`config.mk`:
```
export PLATFORM = sky130hd
export DESIGN_NAME = bounded_int_list_engine_top
export DESIGN_NICKNAME = d
export VERILOG_FILES = /design/src/design/bile_pkg.sv /design/src/design/bile_ram.sv /design/src/design/bounded_int_list_engine_top.sv
export VERILOG_INCLUDE_DIRS = /design/src /design/src/design
export SDC_FILE = /design/constraint.sdc
export NUM_CORES = 1
export LEC_CHECK = 0
export BUFFER_PORTS_ARGS = -buffer_cell sky130_fd_sc_hd__buf_4
export CAP_MARGIN = 20
export CORE_MARGIN = 3
export CORE_UTILIZATION = 45
export CTS_BUF_LIST = sky130_fd_sc_hd__clkbuf_4
export DETAILED_ROUTE_END_ITERATION = 10
export GPL_TIMING_DRIVEN = 1
export PLACE_DENSITY = 0.7
export SYNTH_ARGS = -nofsm -noshare
export SYNTH_HDL_FRONTEND = slang
export SYNTH_SLANG_ARGS = --single-unit
```
`constraint.sdc`:
```
create_clock -name clock -period 5.1 [get_ports clock]
set_input_delay 0.51 -clock clock [delete_from_list [all_inputs] [get_ports clock]]
set_output_delay 0.51 -clock clock [all_outputs]
set_load 0.01 [all_outputs]
```
`src/design/bounded_int_list_engine_top_defines.svh`:
```
// ----------------------------------------------------------------------------
// Bounded integer list engine: assertion macros
// Shared macros for the concurrent checks of the list engine.
// ----------------------------------------------------------------------------
`ifndef BOUNDED_INT_LIST_ENGINE_TOP_DEFINES_SVH
`define BOUNDED_INT_LIST_ENGINE_TOP_DEFINES_SVH

// Checked on every rising edge of clock while reset is low.
`define BILE_ASSERT(label, prop, msg) \
   label: assert property (@(posedge clock) disable iff (reset) prop) else $error(msg);

// Checked on every rising edge of clock, reset included.
`define BILE_ASSERT_ALWAYS(label, prop, msg) \
   label: assert property (@(posedge clock) prop) else $error(msg);

`endif

```
`src/design/bile_pkg.sv`:
```
// ----------------------------------------------------------------------------
// Bounded integer list engine: package
// Field widths, stream packing and command codes of the list engine.
// ----------------------------------------------------------------------------
package bile_pkg;

   localparam int WORD_W     = 32;
   localparam int POS_W      = 4;
   localparam int CMD_W      = 2;
   localparam int FPOS_W     = 5;
   localparam int CNT_W      = 5;
   localparam int REQ_DATA_W = 40;
   localparam int RSP_DATA_W = 48;

   typedef logic signed [WORD_W-1:0] word_type;
   typedef logic [CMD_W-1:0]         cmd_type;
   typedef logic [POS_W-1:0]         pos_type;
   typedef logic signed [FPOS_W-1:0] fpos_type;
   typedef logic [CNT_W-1:0]         cnt_type;

   localparam cmd_type CMD_INSERT = 2'd0;
   localparam cmd_type CMD_REMOVE = 2'd1;
   localparam cmd_type CMD_FIND   = 2'd2;
   localparam cmd_type CMD_NTH    = 2'd3;

endpackage

```
`src/design/bile_ram.sv`:
```
// ----------------------------------------------------------------------------
// Bounded integer list engine: generic RAM
// One write port and one read port, read data registered.
// ----------------------------------------------------------------------------
module bile_ram #(
   parameter int WIDTH = 32,
   parameter int DEPTH = 16
) (
   input  logic                                     clock,
   input  logic                                     wr_en,
   input  logic [((DEPTH > 1) ? $clog2(DEPTH) : 1)-1:0] wr_addr,
   input  logic [WIDTH-1:0]                         wr_data,
   input  logic [((DEPTH > 1) ? $clog2(DEPTH) : 1)-1:0] rd_addr,
   output logic [WIDTH-1:0]                         rd_data
);

   logic [WIDTH-1:0] mem [DEPTH];

   always_ff @(posedge clock) begin
      if (wr_en) begin
         mem[wr_addr] <= wr_data;
      end
      rd_data <= mem[rd_addr];
   end

endmodule

```
`src/design/bounded_int_list_engine_top.sv`:
```
// ----------------------------------------------------------------------------
// Bounded integer list engine
// An ordered list of up to DEPTH signed 32-bit integers, head at position 0,
// with insert at head, remove first match, find and read nth commands.
// ----------------------------------------------------------------------------
//
//  Channel  Direction  Contents
//  -------  ---------  ------------------------------------------------------
//  req_     in         tuser: command; tdata: operand value, position index
//  rsp_     out        tdata: success, position, value, count, empty flag
//
// A transaction ends at once when there is nothing to walk (insert on a full
// or empty list, nth out of range); an nth read reads one entry, and a walk
// goes one entry a cycle through the RAM read port; the next request is taken
// as the result appears.
// Reset clears the count and the sequencer only; the entry RAM needs no pass.
// A finished transaction waits in its last state while the output is occupied.
//
`include "bounded_int_list_engine_top_defines.svh"

module bounded_int_list_engine_top
   import bile_pkg::*;
#(
   parameter int DEPTH = 16
) (
   input  logic                  clock,
   input  logic                  reset,
   // Request channel.
   input  logic                  req_tvalid,
   output logic                  req_tready,
   // [31:0] operand_value, [35:32] position_index, [39:36] zero
   input  logic [REQ_DATA_W-1:0] req_tdata,
   // [1:0] command
   input  logic [CMD_W-1:0]      req_tuser,
   // Response channel.
   output logic                  rsp_tvalid,
   input  logic                  rsp_tready,
   // [0] success, [5:1] found_position, [37:6] read_value,
   // [42:38] element_count, [43] is_empty, [47:44] zero
   output logic [RSP_DATA_W-1:0] rsp_tdata
);

   // Address width of the entry RAM, and a count width that can hold DEPTH.
   localparam int AW   = (DEPTH > 1) ? $clog2(DEPTH) : 1;
   localparam int CW   = $clog2(DEPTH + 1);
   localparam int CMPW = (CW > POS_W) ? CW : POS_W;

   localparam logic [CW-1:0] FULL_COUNT = CW'(DEPTH);

   // Sequencer states.
   localparam logic [2:0] ST_IDLE = 3'd0; // waiting for a request
   localparam logic [2:0] ST_UP   = 3'd1; // insert: shift entries toward tail
   localparam logic [2:0] ST_SCAN = 3'd2; // find or remove: search from head
   localparam logic [2:0] ST_DOWN = 3'd3; // remove: close the gap
   localparam logic [2:0] ST_NTH  = 3'd4; // read one entry
   localparam logic [2:0] ST_DONE = 3'd5; // hand the result to the output

   // Control state.
   logic [2:0]    state_ff, state_in;
   logic [CW-1:0] count_ff, count_in;
   logic [CW-1:0] idx_ff, idx_in;     // next RAM address to read
   logic          more_ff, more_in;   // reads still to issue
   logic          pend_ff, pend_in;   // a read is in flight
   logic          rsp_valid_ff, rsp_valid_in;

   // Captured request and the read in flight.
   cmd_type       cmd_ff, cmd_in;
   word_type      val_ff, val_in;
   pos_type       pos_ff, pos_in;
   logic [AW-1:0] tag_ff, tag_in;     // address of the read in flight

   // Result being built, then the output register.
   logic          st_ok_ff, st_ok_in;
   fpos_type      st_fpos_ff, st_fpos_in;
   word_type      st_rval_ff, st_rval_in;
   logic          out_ok_ff, out_ok_in;
   fpos_type      out_fpos_ff, out_fpos_in;
   word_type      out_rval_ff, out_rval_in;
   cnt_type       out_count_ff, out_count_in;
   logic          out_empty_ff, out_empty_in;

   // Entry RAM port.
   logic          ram_we;
   logic [AW-1:0] ram_waddr;
   word_type      ram_wdata;
   logic [AW-1:0] ram_raddr;
   word_type      ram_rdata;

   // Request fields.
   cmd_type  req_command;
   word_type req_operand;
   pos_type  req_position;

   assign req_command  = req_tuser;
   assign req_operand  = req_tdata[WORD_W-1:0];
   assign req_position = req_tdata[WORD_W+POS_W-1:WORD_W];

   assign req_tready = (state_ff == ST_IDLE);
   assign rsp_tvalid = rsp_valid_ff;
   assign rsp_tdata  = {4'b0000, out_empty_ff, out_count_ff, out_rval_ff,
                        out_fpos_ff, out_ok_ff};

   bile_ram #(
      .WIDTH (WORD_W),
      .DEPTH (DEPTH)
   ) u_entries (
      .clock   (clock),
      .wr_en   (ram_we),
      .wr_addr (ram_waddr),
      .wr_data (ram_wdata),
      .rd_addr (ram_raddr),
      .rd_data (ram_rdata)
   );

   // The sequencer. Every walk keeps one read in flight: the address is
   // issued in one cycle and its data is used, compared or written back
   // one place further along, in the next.
   always_comb begin
      state_in     = state_ff;
      count_in     = count_ff;
      idx_in       = idx_ff;
      more_in      = more_ff;
      pend_in      = 1'b0;
      cmd_in       = cmd_ff;
      val_in       = val_ff;
      pos_in       = pos_ff;
      tag_in       = tag_ff;
      st_ok_in     = st_ok_ff;
      st_fpos_in   = st_fpos_ff;
      st_rval_in   = st_rval_ff;
      rsp_valid_in = rsp_valid_ff & ~rsp_tready;
      out_ok_in    = out_ok_ff;
      out_fpos_in  = out_fpos_ff;
      out_rval_in  = out_rval_ff;
      out_count_in = out_count_ff;
      out_empty_in = out_empty_ff;
      ram_we       = 1'b0;
      ram_waddr    = '0;
      ram_wdata    = val_ff;
      ram_raddr    = idx_ff[AW-1:0];

      case (state_ff)
         ST_IDLE: begin
            if (req_tvalid) begin
               cmd_in     = req_command;
               val_in     = req_operand;
               pos_in     = req_position;
               st_ok_in   = 1'b0;
               st_fpos_in = '0;
               st_rval_in = '0;
               case (req_command)
                  CMD_INSERT: begin
                     if (count_ff == FULL_COUNT) begin
                        state_in = ST_DONE;
                     end else if (count_ff == '0) begin
                        // Nothing to move: the value becomes the only entry.
                        ram_we    = 1'b1;
                        ram_waddr = '0;
                        ram_wdata = req_operand;
                        count_in  = CW'(1);
                        st_ok_in  = 1'b1;
                        state_in  = ST_DONE;
                     end else begin
                        idx_in   = count_ff - CW'(1);
                        more_in  = 1'b1;
                        state_in = ST_UP;
                     end
                  end
                  CMD_REMOVE, CMD_FIND: begin
                     idx_in   = '0;
                     more_in  = (count_ff != '0);
                     state_in = ST_SCAN;
                  end
                  CMD_NTH: begin
                     if (CMPW'(req_position) < CMPW'(count_ff)) begin
                        state_in = ST_NTH;
                     end else begin
                        st_rval_in = '1;
                        state_in   = ST_DONE;
                     end
                  end
                  default: begin
                     state_in = ST_DONE;
                  end
               endcase
            end
         end

         ST_UP: begin
            if (pend_ff) begin
               ram_we    = 1'b1;
               ram_waddr = tag_ff + AW'(1);
               ram_wdata = ram_rdata;
            end
            if (more_ff) begin
               pend_in = 1'b1;
               tag_in  = idx_ff[AW-1:0];
               if (idx_ff == '0) begin
                  more_in = 1'b0;
               end else begin
                  idx_in = idx_ff - CW'(1);
               end
            end else if (!pend_ff) begin
               // All entries have moved up; the head is free.
               ram_we    = 1'b1;
               ram_waddr = '0;
               ram_wdata = val_ff;
               count_in  = count_ff + CW'(1);
               st_ok_in  = 1'b1;
               state_in  = ST_DONE;
            end
         end

         ST_SCAN: begin
            if (pend_ff && (ram_rdata == val_ff)) begin
               if (cmd_ff == CMD_FIND) begin
                  st_ok_in   = 1'b1;
                  st_fpos_in = FPOS_W'(tag_ff);
                  state_in   = ST_DONE;
               end else begin
                  // The walk restarts at the entry after the match to close the gap.
                  idx_in   = CW'(tag_ff) + CW'(1);
                  more_in  = (CW'(tag_ff) + CW'(1)) < count_ff;
                  state_in = ST_DOWN;
               end
            end else if (!more_ff) begin
               if (cmd_ff == CMD_FIND) begin
                  st_fpos_in = '1;
               end
               state_in = ST_DONE;
            end else begin
               pend_in = 1'b1;
               tag_in  = idx_ff[AW-1:0];
               idx_in  = idx_ff + CW'(1);
               more_in = (idx_ff + CW'(1)) < count_ff;
            end
         end

         ST_DOWN: begin
            if (pend_ff) begin
               ram_we    = 1'b1;
               ram_waddr = tag_ff - AW'(1);
               ram_wdata = ram_rdata;
            end
            if (more_ff) begin
               pend_in = 1'b1;
               tag_in  = idx_ff[AW-1:0];
               idx_in  = idx_ff + CW'(1);
               more_in = (idx_ff + CW'(1)) < count_ff;
            end else if (!pend_ff) begin
               count_in = count_ff - CW'(1);
               st_ok_in = 1'b1;
               state_in = ST_DONE;
            end
         end

         ST_NTH: begin
            ram_raddr = AW'(pos_ff);
            if (!pend_ff) begin
               pend_in = 1'b1;
            end else begin
               st_ok_in   = 1'b1;
               st_rval_in = ram_rdata;
               state_in   = ST_DONE;
            end
         end

         ST_DONE: begin
            if (!rsp_valid_ff || rsp_tready) begin
               rsp_valid_in = 1'b1;
               out_ok_in    = st_ok_ff;
               out_fpos_in  = st_fpos_ff;
               out_rval_in  = st_rval_ff;
               out_count_in = CNT_W'(count_ff);
               out_empty_in = (count_ff == '0);
               state_in     = ST_IDLE;
            end
         end

         default: begin
            state_in = ST_IDLE;
         end
      endcase
   end

   // Control registers.
   always_ff @(posedge clock) begin
      if (reset) begin
         state_ff     <= ST_IDLE;
         count_ff     <= '0;
         idx_ff       <= '0;
         more_ff      <= 1'b0;
         pend_ff      <= 1'b0;
         rsp_valid_ff <= 1'b0;
      end else begin
         state_ff     <= state_in;
         count_ff     <= count_in;
         idx_ff       <= idx_in;
         more_ff      <= more_in;
         pend_ff      <= pend_in;
         rsp_valid_ff <= rsp_valid_in;
      end
   end

   // Payload registers.
   always_ff @(posedge clock) begin
      cmd_ff       <= cmd_in;
      val_ff       <= val_in;
      pos_ff       <= pos_in;
      tag_ff       <= tag_in;
      st_ok_ff     <= st_ok_in;
      st_fpos_ff   <= st_fpos_in;
      st_rval_ff   <= st_rval_in;
      out_ok_ff    <= out_ok_in;
      out_fpos_ff  <= out_fpos_in;
      out_rval_ff  <= out_rval_in;
      out_count_ff <= out_count_in;
      out_empty_ff <= out_empty_in;
   end

   // The count never passes the capacity.
   `BILE_ASSERT(a_count_bounded, (count_ff <= FULL_COUNT),
      "list count exceeds capacity")

   // Each transaction changes the count by at most one entry.
   `BILE_ASSERT(a_count_step,
      (!$past(reset) && !$stable(count_ff)) |->
         ((count_ff == $past(count_ff) + CW'(1)) ||
          (count_ff == $past(count_ff) - CW'(1))),
      "list count moved by more than one")

   // Entries are written only by an insert or while closing a gap.
   `BILE_ASSERT(a_write_states,
      ram_we |-> ((state_ff == ST_IDLE) || (state_ff == ST_UP) ||
                  (state_ff == ST_DOWN)),
      "entry write outside insert or remove")

   // A finished transaction holds while the output register is occupied.
   `BILE_ASSERT(a_done_holds,
      ((state_ff == ST_DONE) && rsp_valid_ff && !rsp_tready) |=> (state_ff == ST_DONE),
      "result overwrote a pending response")

endmodule

```
* Word-level counts from Yosys, hierarchy flattened
Memory sizes are Yosys's and may differ from the RTL's. A register that Yosys moved wholly into a read port is not among the register bits.
Index checks and enable logic that the tools add are counted.
** Cells by class
- Add/sub/neg operators :: 7
- Order comparisons :: 3
- Eq/ne operators :: 33
- Multiplexer cells :: 93
- Bitwise operators :: 2
- Reductions and logical operators :: 26
** Operator list (count)
- $mux W32 :: 11
- $mux W5 :: 21
- $pmux W32 S3 :: 1
- $pmux W32 S2 :: 1
- $eq A32 B32 Y1 :: 1
- $mux W3 :: 10
- $ne A2 B2 Y1 const B :: 15
- $mux W1 :: 29
- $mux W4 :: 7
- $pmux W5 S2 :: 2
- $pmux W5 S4 :: 1
- $pmux W4 S2 :: 2
- $pmux W3 S5 :: 1
- $pmux W5 S3 :: 1
- $ne A3 B3 Y1 const B :: 4
- $reduce_and A6 Y1 :: 2
- $add A5 B1 Y5 const B :: 2
- $logic_not A5 Y1 :: 2
- $lt A5 B5 Y1 :: 2
- $sub A5 B1 Y5 const B :: 2
- $pmux W3 S3 :: 1
- $reduce_and A9 Y1 :: 1
- $pmux W1 S4 :: 2
- $reduce_and A8 Y1 :: 1
- 30 further kinds :: 42
** Storage, ports and cells
- Flip-flop bits (word level) :: 140
- Memory bits (writable) :: 512
- Output and inout port bits :: 50
- Memories :: 1
** Memory list
- u_entries.mem :: words 16, bits a word 32, read ports 1, clocked after memory_dff 1, write ports 1, RTL line bile_ram.sv:17 : logic [WIDTH-1:0] mem [DEPTH];

* Depth between registers and ports, before layout
- Depth in word-level cells :: 8
- Depth in mapped cells :: 11
- Gate-level depth less buffers :: 9

* By module
A second synthesis with hierarchy kept.
** Second synthesis, totals
- Cells, all modules :: 1447
- Area total of the unflattened synthesis :: 27062.2 um^2
** Modules (own cells, without submodules)
- bile_ram :: instances 1, cells each 838, area each 19835.3 um^2, sequential area each 16015.4 um^2
- bounded_int_list_engine_top :: instances 1, cells each 609, area each 7226.9 um^2, sequential area each 4043.9 um^2

* Worst setup path before layout
OpenSTA, ideal clock, no wires.
- Kind :: register to register
- Start point :: register count_ff[0]
- End point :: memory u_entries.mem[0][0], enable pin
- Library setup time :: 421 ps
- Arrival time :: 3321 ps
- Setup slack :: 1358 ps
- Stages on the path, launching flop included :: 11
- Clock period less this slack :: 3742 ps
- Path through :: dfxtp_1 > clkbuf_1 > inv_1 > ha_1 > nor4b_1 > nand2_1 > nor3_1 > a31oi_1 > nor2_1 > a31oi_1 > nor2_1
** On the way
- Cells in the longest elaborated chain, start to end :: 8
- Elaborated cells on any way between the ends :: 9
- Classes of those cells :: 1 x eq/ne; 7 x mux; 1 x reduce/logical
** Ends and longest elaborated chain
- start: declaration :: RTL line bounded_int_list_engine_top.sv:60 : logic [CW-1:0] count_ff, count_in;
- start signal: assignment :: RTL line bounded_int_list_engine_top.sv:297 : count_ff <= count_in;
- $logic_not A5 Y1 :: RTL line bounded_int_list_engine_top.sv:155 : end else if (count_ff == '0) begin
- $mux W1 :: RTL line bounded_int_list_engine_top.sv:155
- $mux W1 (*) :: RTL line bounded_int_list_engine_top.sv:153 : if (count_ff == FULL_COUNT) begin
- $mux W1 (*) :: RTL line bounded_int_list_engine_top.sv:151 : case (req_command)
- $mux W1 (*) :: RTL line bounded_int_list_engine_top.sv:144 : if (req_tvalid) begin
- $pmux W1 S3 (*) :: RTL line bounded_int_list_engine_top.sv:142 : case (state_ff)
- $mux W1 (*) :: RTL line bile_ram.sv:20 : if (wr_en) begin
- $mux W1 (implied by the code) (*) :: RTL line bile_ram.sv:21 : mem[wr_addr] <= wr_data;
- end: declaration :: RTL line bile_ram.sv:17
Mark *: on every way between the ends. The rest lies on a longest branch, timed or not.

* Worst setup path after layout
- Start point :: register val_ff[19]
- End point :: register st_fpos_ff[1], enable pin
** On the way
- Cells in the longest elaborated chain, start to end :: 4
** Ends and longest elaborated chain
- start: declaration :: RTL line bounded_int_list_engine_top.sv:68 : word_type val_ff, val_in;
- start signal: assignment :: RTL line bounded_int_list_engine_top.sv:308 : val_ff <= val_in;
- $eq A32 B32 Y1 :: RTL line bounded_int_list_engine_top.sv:215 : if (pend_ff && (ram_rdata == val_ff)) begin
- $logic_and A1 B1 Y1 :: RTL line bounded_int_list_engine_top.sv:215
- $ne A3 B3 Y1 (no source line)
- $reduce_and A4 Y1 (no source line)
- end signal: assignment :: RTL line bounded_int_list_engine_top.sv:312 : st_fpos_ff <= st_fpos_in;
- end: declaration :: RTL line bounded_int_list_engine_top.sv:74 : fpos_type st_fpos_ff, st_fpos_in;
No other way between the ends.
A chain may end at the register's enable or synchronous reset.

==> flow_metrics.tcl <==
set metrics [dict create \
    cts_inserted_buffers 166 \
    clkTransAtPathRegs_ps 60 \
    synth_top_flop_cell "edfxtp_1" \
    synth_area_um2 27660 \
    hold_viol 0 \
    skew_ps 63.66 \
    critPathRequiredTime_ps 5710 \
    io_buffers 87 \
    die_area_um2 64490 \
    dieWidth_um 253.9 \
    drc_errors 0 \
    design.core.area_um2 60580 \
    rsz0062_at_grt "false" \
    antenna_found_initial 1 \
    maxSlewHeadroom_pct 28.43 \
    worstSetupEndpoint "st_fpos_ff[1]$_SDFFCE_PN0P_" \
    vdd_drop_max_uv 423.8 \
    ios 96 \
    grt_use_total_pct 20.56 \
    area_growth_pct 15.96 \
    wirelength_um 66680 \
    grt_max_degree 169 \
    period_needed_ps 3626 \
    cts_tree "yes" \
    clockBufferDepth 3 \
    synthCells 2019 \
    rr_startpoint "val_ff[19]$_DFFE_PP_" \
    rows 90 \
    critPathArrivalTime_ps 4230 \
    place_area_um2 29400 \
    viasPerCell 5.666 \
    drt_iter0_drc 1735 \
    cts.htree.levels 4 \
    maxCapViolCount 0 \
    wl_per_cell_um 21.20 \
    hold_path_class "in -> reg" \
    drive_gt1_share_pct 18.76 \
    synth-seq-cells 684 \
    worstMarginPinSlew_ps 1069 \
    startpoint "val_ff[19]$_DFFE_PP_" \
    synth-edff-count 636 \
    grt_pass1_wl_um 100100 \
    grt.overflow.total 0 \
    rr_worst_depth 6 \
    post-route-util_pct 52.95 \
    nets 2286 \
    die_h_um 253.9 \
    place_congestion 0.8403 \
    fin_crit_sh_pct 71.09 \
    critPathMaxFanout 24 \
    vias 17820 \
    async_flop_share_pct 0 \
    power_density_nw_per_um2 552.0 \
    root_buffer "clkbuf_4" \
    timing.rr.end "st_fpos_ff[1]$_SDFFCE_PN0P_" \
    setup_viol_count_final 0 \
    postRouteAntennaNets 0 \
    yosys.cell_types.count 54 \
    path_class "reg -> reg" \
    grt_pass1_vias 17470 \
    yosys_warnings 0 \
    hold_slack_ps 75.26 \
    start_util_pct 45.66 \
    cts.sinks 684 \
    post-cts-setup-buffers 0 \
    drv_slew 0 \
    fmax_mhz 275.8 \
    final_area_um2 32080 \
    endpoint_kind "flop" \
    syn_area_per_cell_um2 13.70 \
    power_leakage_nw 11.19 \
    firstDrtPassIters 5 \
    clk_latency_ps 1020 \
    ys_seq_area_share_pct 72.51 \
    status "complete, no violations" \
    r2r_slack_ps 1470 \
    setup.worst_path.start_class "flop" \
    setup-tns-final_ps 0 \
    dp_hpwl_um 36180 \
]
[kinds of logic after synthesis]
family	Yosys count	share of synthesized area, %
adder cells (fa/ha/maj)	21	0.9498
AO/OA/AOI/OAI	492	12.49
AND/OR/NAND/NOR	598	9.778
XOR/XNOR	50	1.583
other	1	0.01356
buffers and inverters	167	2.456
multiplexers	6	0.2216
flip-flops	684	72.51
[layout make-up]
type                    instances  area [um^2]
diodes                          1        2.502
clock buffers                 257         1929
clock inverters                54        301.5
fillers                      4945        28500
inverters                      23        86.33
multi-input cells            1171         7152
flip-flops and latches        684        20060
well taps                     782        978.4
repair buffers                173         1569
[sequential cells by signal, summed over array words and instances (netlist names)]
register and count:
cmd_ff 2, val_ff 32, out_empty_ff 1, rsp_tvalid 1
u_entries.mem 512, u_entries.rd_data 32, out_count_ff 5, more_ff 1
state_ff 3, tag_ff 4, st_rval_ff 32, st_fpos_ff 5
out_fpos_ff 5, pend_ff 1, out_rval_ff 32, idx_ff 5
pos_ff 4, count_ff 5, out_ok_ff 1, st_ok_ff 1
[worst min path at each step]
stage               slack [ps]                         from  depth (start not counted)                           to
global route                30                   req_tvalid                          3          pos_ff[3]$_DFFE_PP_
floorplan                  400  st_fpos_ff[0]$_SDFFCE_PN0P_                          0     out_fpos_ff[0]$_DFFE_PP_
detailed placement         400     st_rval_ff[24]$_DFFE_PP_                          0    out_rval_ff[24]$_DFFE_PP_
global placement           400     st_rval_ff[23]$_DFFE_PP_                          0    out_rval_ff[23]$_DFFE_PP_
CTS                         10                   req_tvalid                          3  st_fpos_ff[2]$_SDFFCE_PN0P_
finish                      80                   req_tvalid                          3          pos_ff[0]$_DFFE_PP_
[layout by cell type, fill, tap and decap left out, types with 26 or more instances in the layout]
cell type / Yosys / final
nor2_1: 53 / 36
a21oi_1: 88 / 86
buf_4: 6 / 120
a211oi_1: 162 / 162
and2_1: 96 / 96
a31oi_1: 72 / 72
dlygate4sd3_1: 0 / 40
a21o_1: 34 / 34
clkbuf_4: 0 / 257
clkinv_1: 2 / 35
a311oi_1: 65 / 65
a22oi_1: 32 / 32
and2_0: 35 / 35
dfxtp_1: 48 / 48
edfxtp_1: 636 / 636
nand2_1: 356 / 356
xor2_1: 26 / 26
[worst max-delay path, cell delays in order, from the launching register on]
cell and delay, ps:
edfxtp_1 510, xor2_1 190, nor4_1 570, nand2_1 150, or4_1 940, and3_1 390
a21oi_1 430
[per-layer routing]
layer	share of wire (%)	wire (um)	vias to the layer above	GRT usage, %
li1	-	-	8173	-
met1	42	27680	8737	27.52
met2	48	31800	785	32.84
met3	8.6	5724	125	4.912
met4	2.2	1474	0	7.700
met5	0	0	-	0
[report_power, final]
group	switching [mW]	internal, mW
Sequential	0.534	7.42
Clock	2.20	2.38
Combinational	3.47	1.72
Total	6.19	11.5
[synth_stat cells, types with 2 or more instances]
master | instances | area (um^2)
and3_1 | 8 | 50.05
and2_0 | 35 | 219.0
a31oi_1 | 72 | 450.4
nor3_1 | 14 | 70.07
o21bai_1 | 2 | 15.01
xnor2_1 | 24 | 210.2
clkinv_1 | 2 | 7.510
a22oi_1 | 32 | 240.2
nor2b_1 | 2 | 12.51
ha_1 | 21 | 262.8
o22ai_1 | 7 | 43.79
a211oi_1 | 162 | 1216
o21ai_1 | 6 | 30.03
buf_2 | 18 | 90.09
edfxtp_1 | 636 | 19100
and2_1 | 96 | 600.6
a21boi_0 | 2 | 15.01
a21o_1 | 34 | 255.2
a311oi_1 | 65 | 569.3
a32oi_1 | 2 | 17.52
nand3_1 | 11 | 55.05
nand2b_1 | 4 | 25.02
o21ai_0 | 5 | 25.02
or4_1 | 3 | 22.52
mux2i_1 | 5 | 50.05
nor2_1 | 53 | 198.9
a2111oi_0 | 2 | 17.52
clkbuf_1 | 113 | 424.2
nor4_1 | 8 | 50.05
nand4_1 | 5 | 31.28
a221oi_1 | 3 | 26.28
dfxtp_1 | 48 | 960.9
nand2_1 | 356 | 1336
buf_1 | 6 | 22.52
a2bb2oi_1 | 2 | 17.52
a21oi_1 | 88 | 440.4
xor2_1 | 26 | 227.7
buf_4 | 6 | 45.04
inv_1 | 20 | 75.07
[what timing repair did]
item                                   CTS  global route
gates resized for setup                  0             0
endpoints found under the hold margin   54             0
hold buffers                            40             0
[per-stage QoR]
| stage | worst slack (ps) | cells | power (mW) |
|---|---|---|---|
| after floorplan | 1358 | 2022 | 11.36 |
| after global placement | 1419 | 2790 | 12.96 |
| after detailed placement | 1590 | 2791 | 13.14 |
| after CTS | 1551 | 3142 | 17.74 |
| after global routing | 1386 | 3145 | 18.67 |
| final | 1474 | 3145 | 17.71 |
Power figures use the tool's default switching activity.
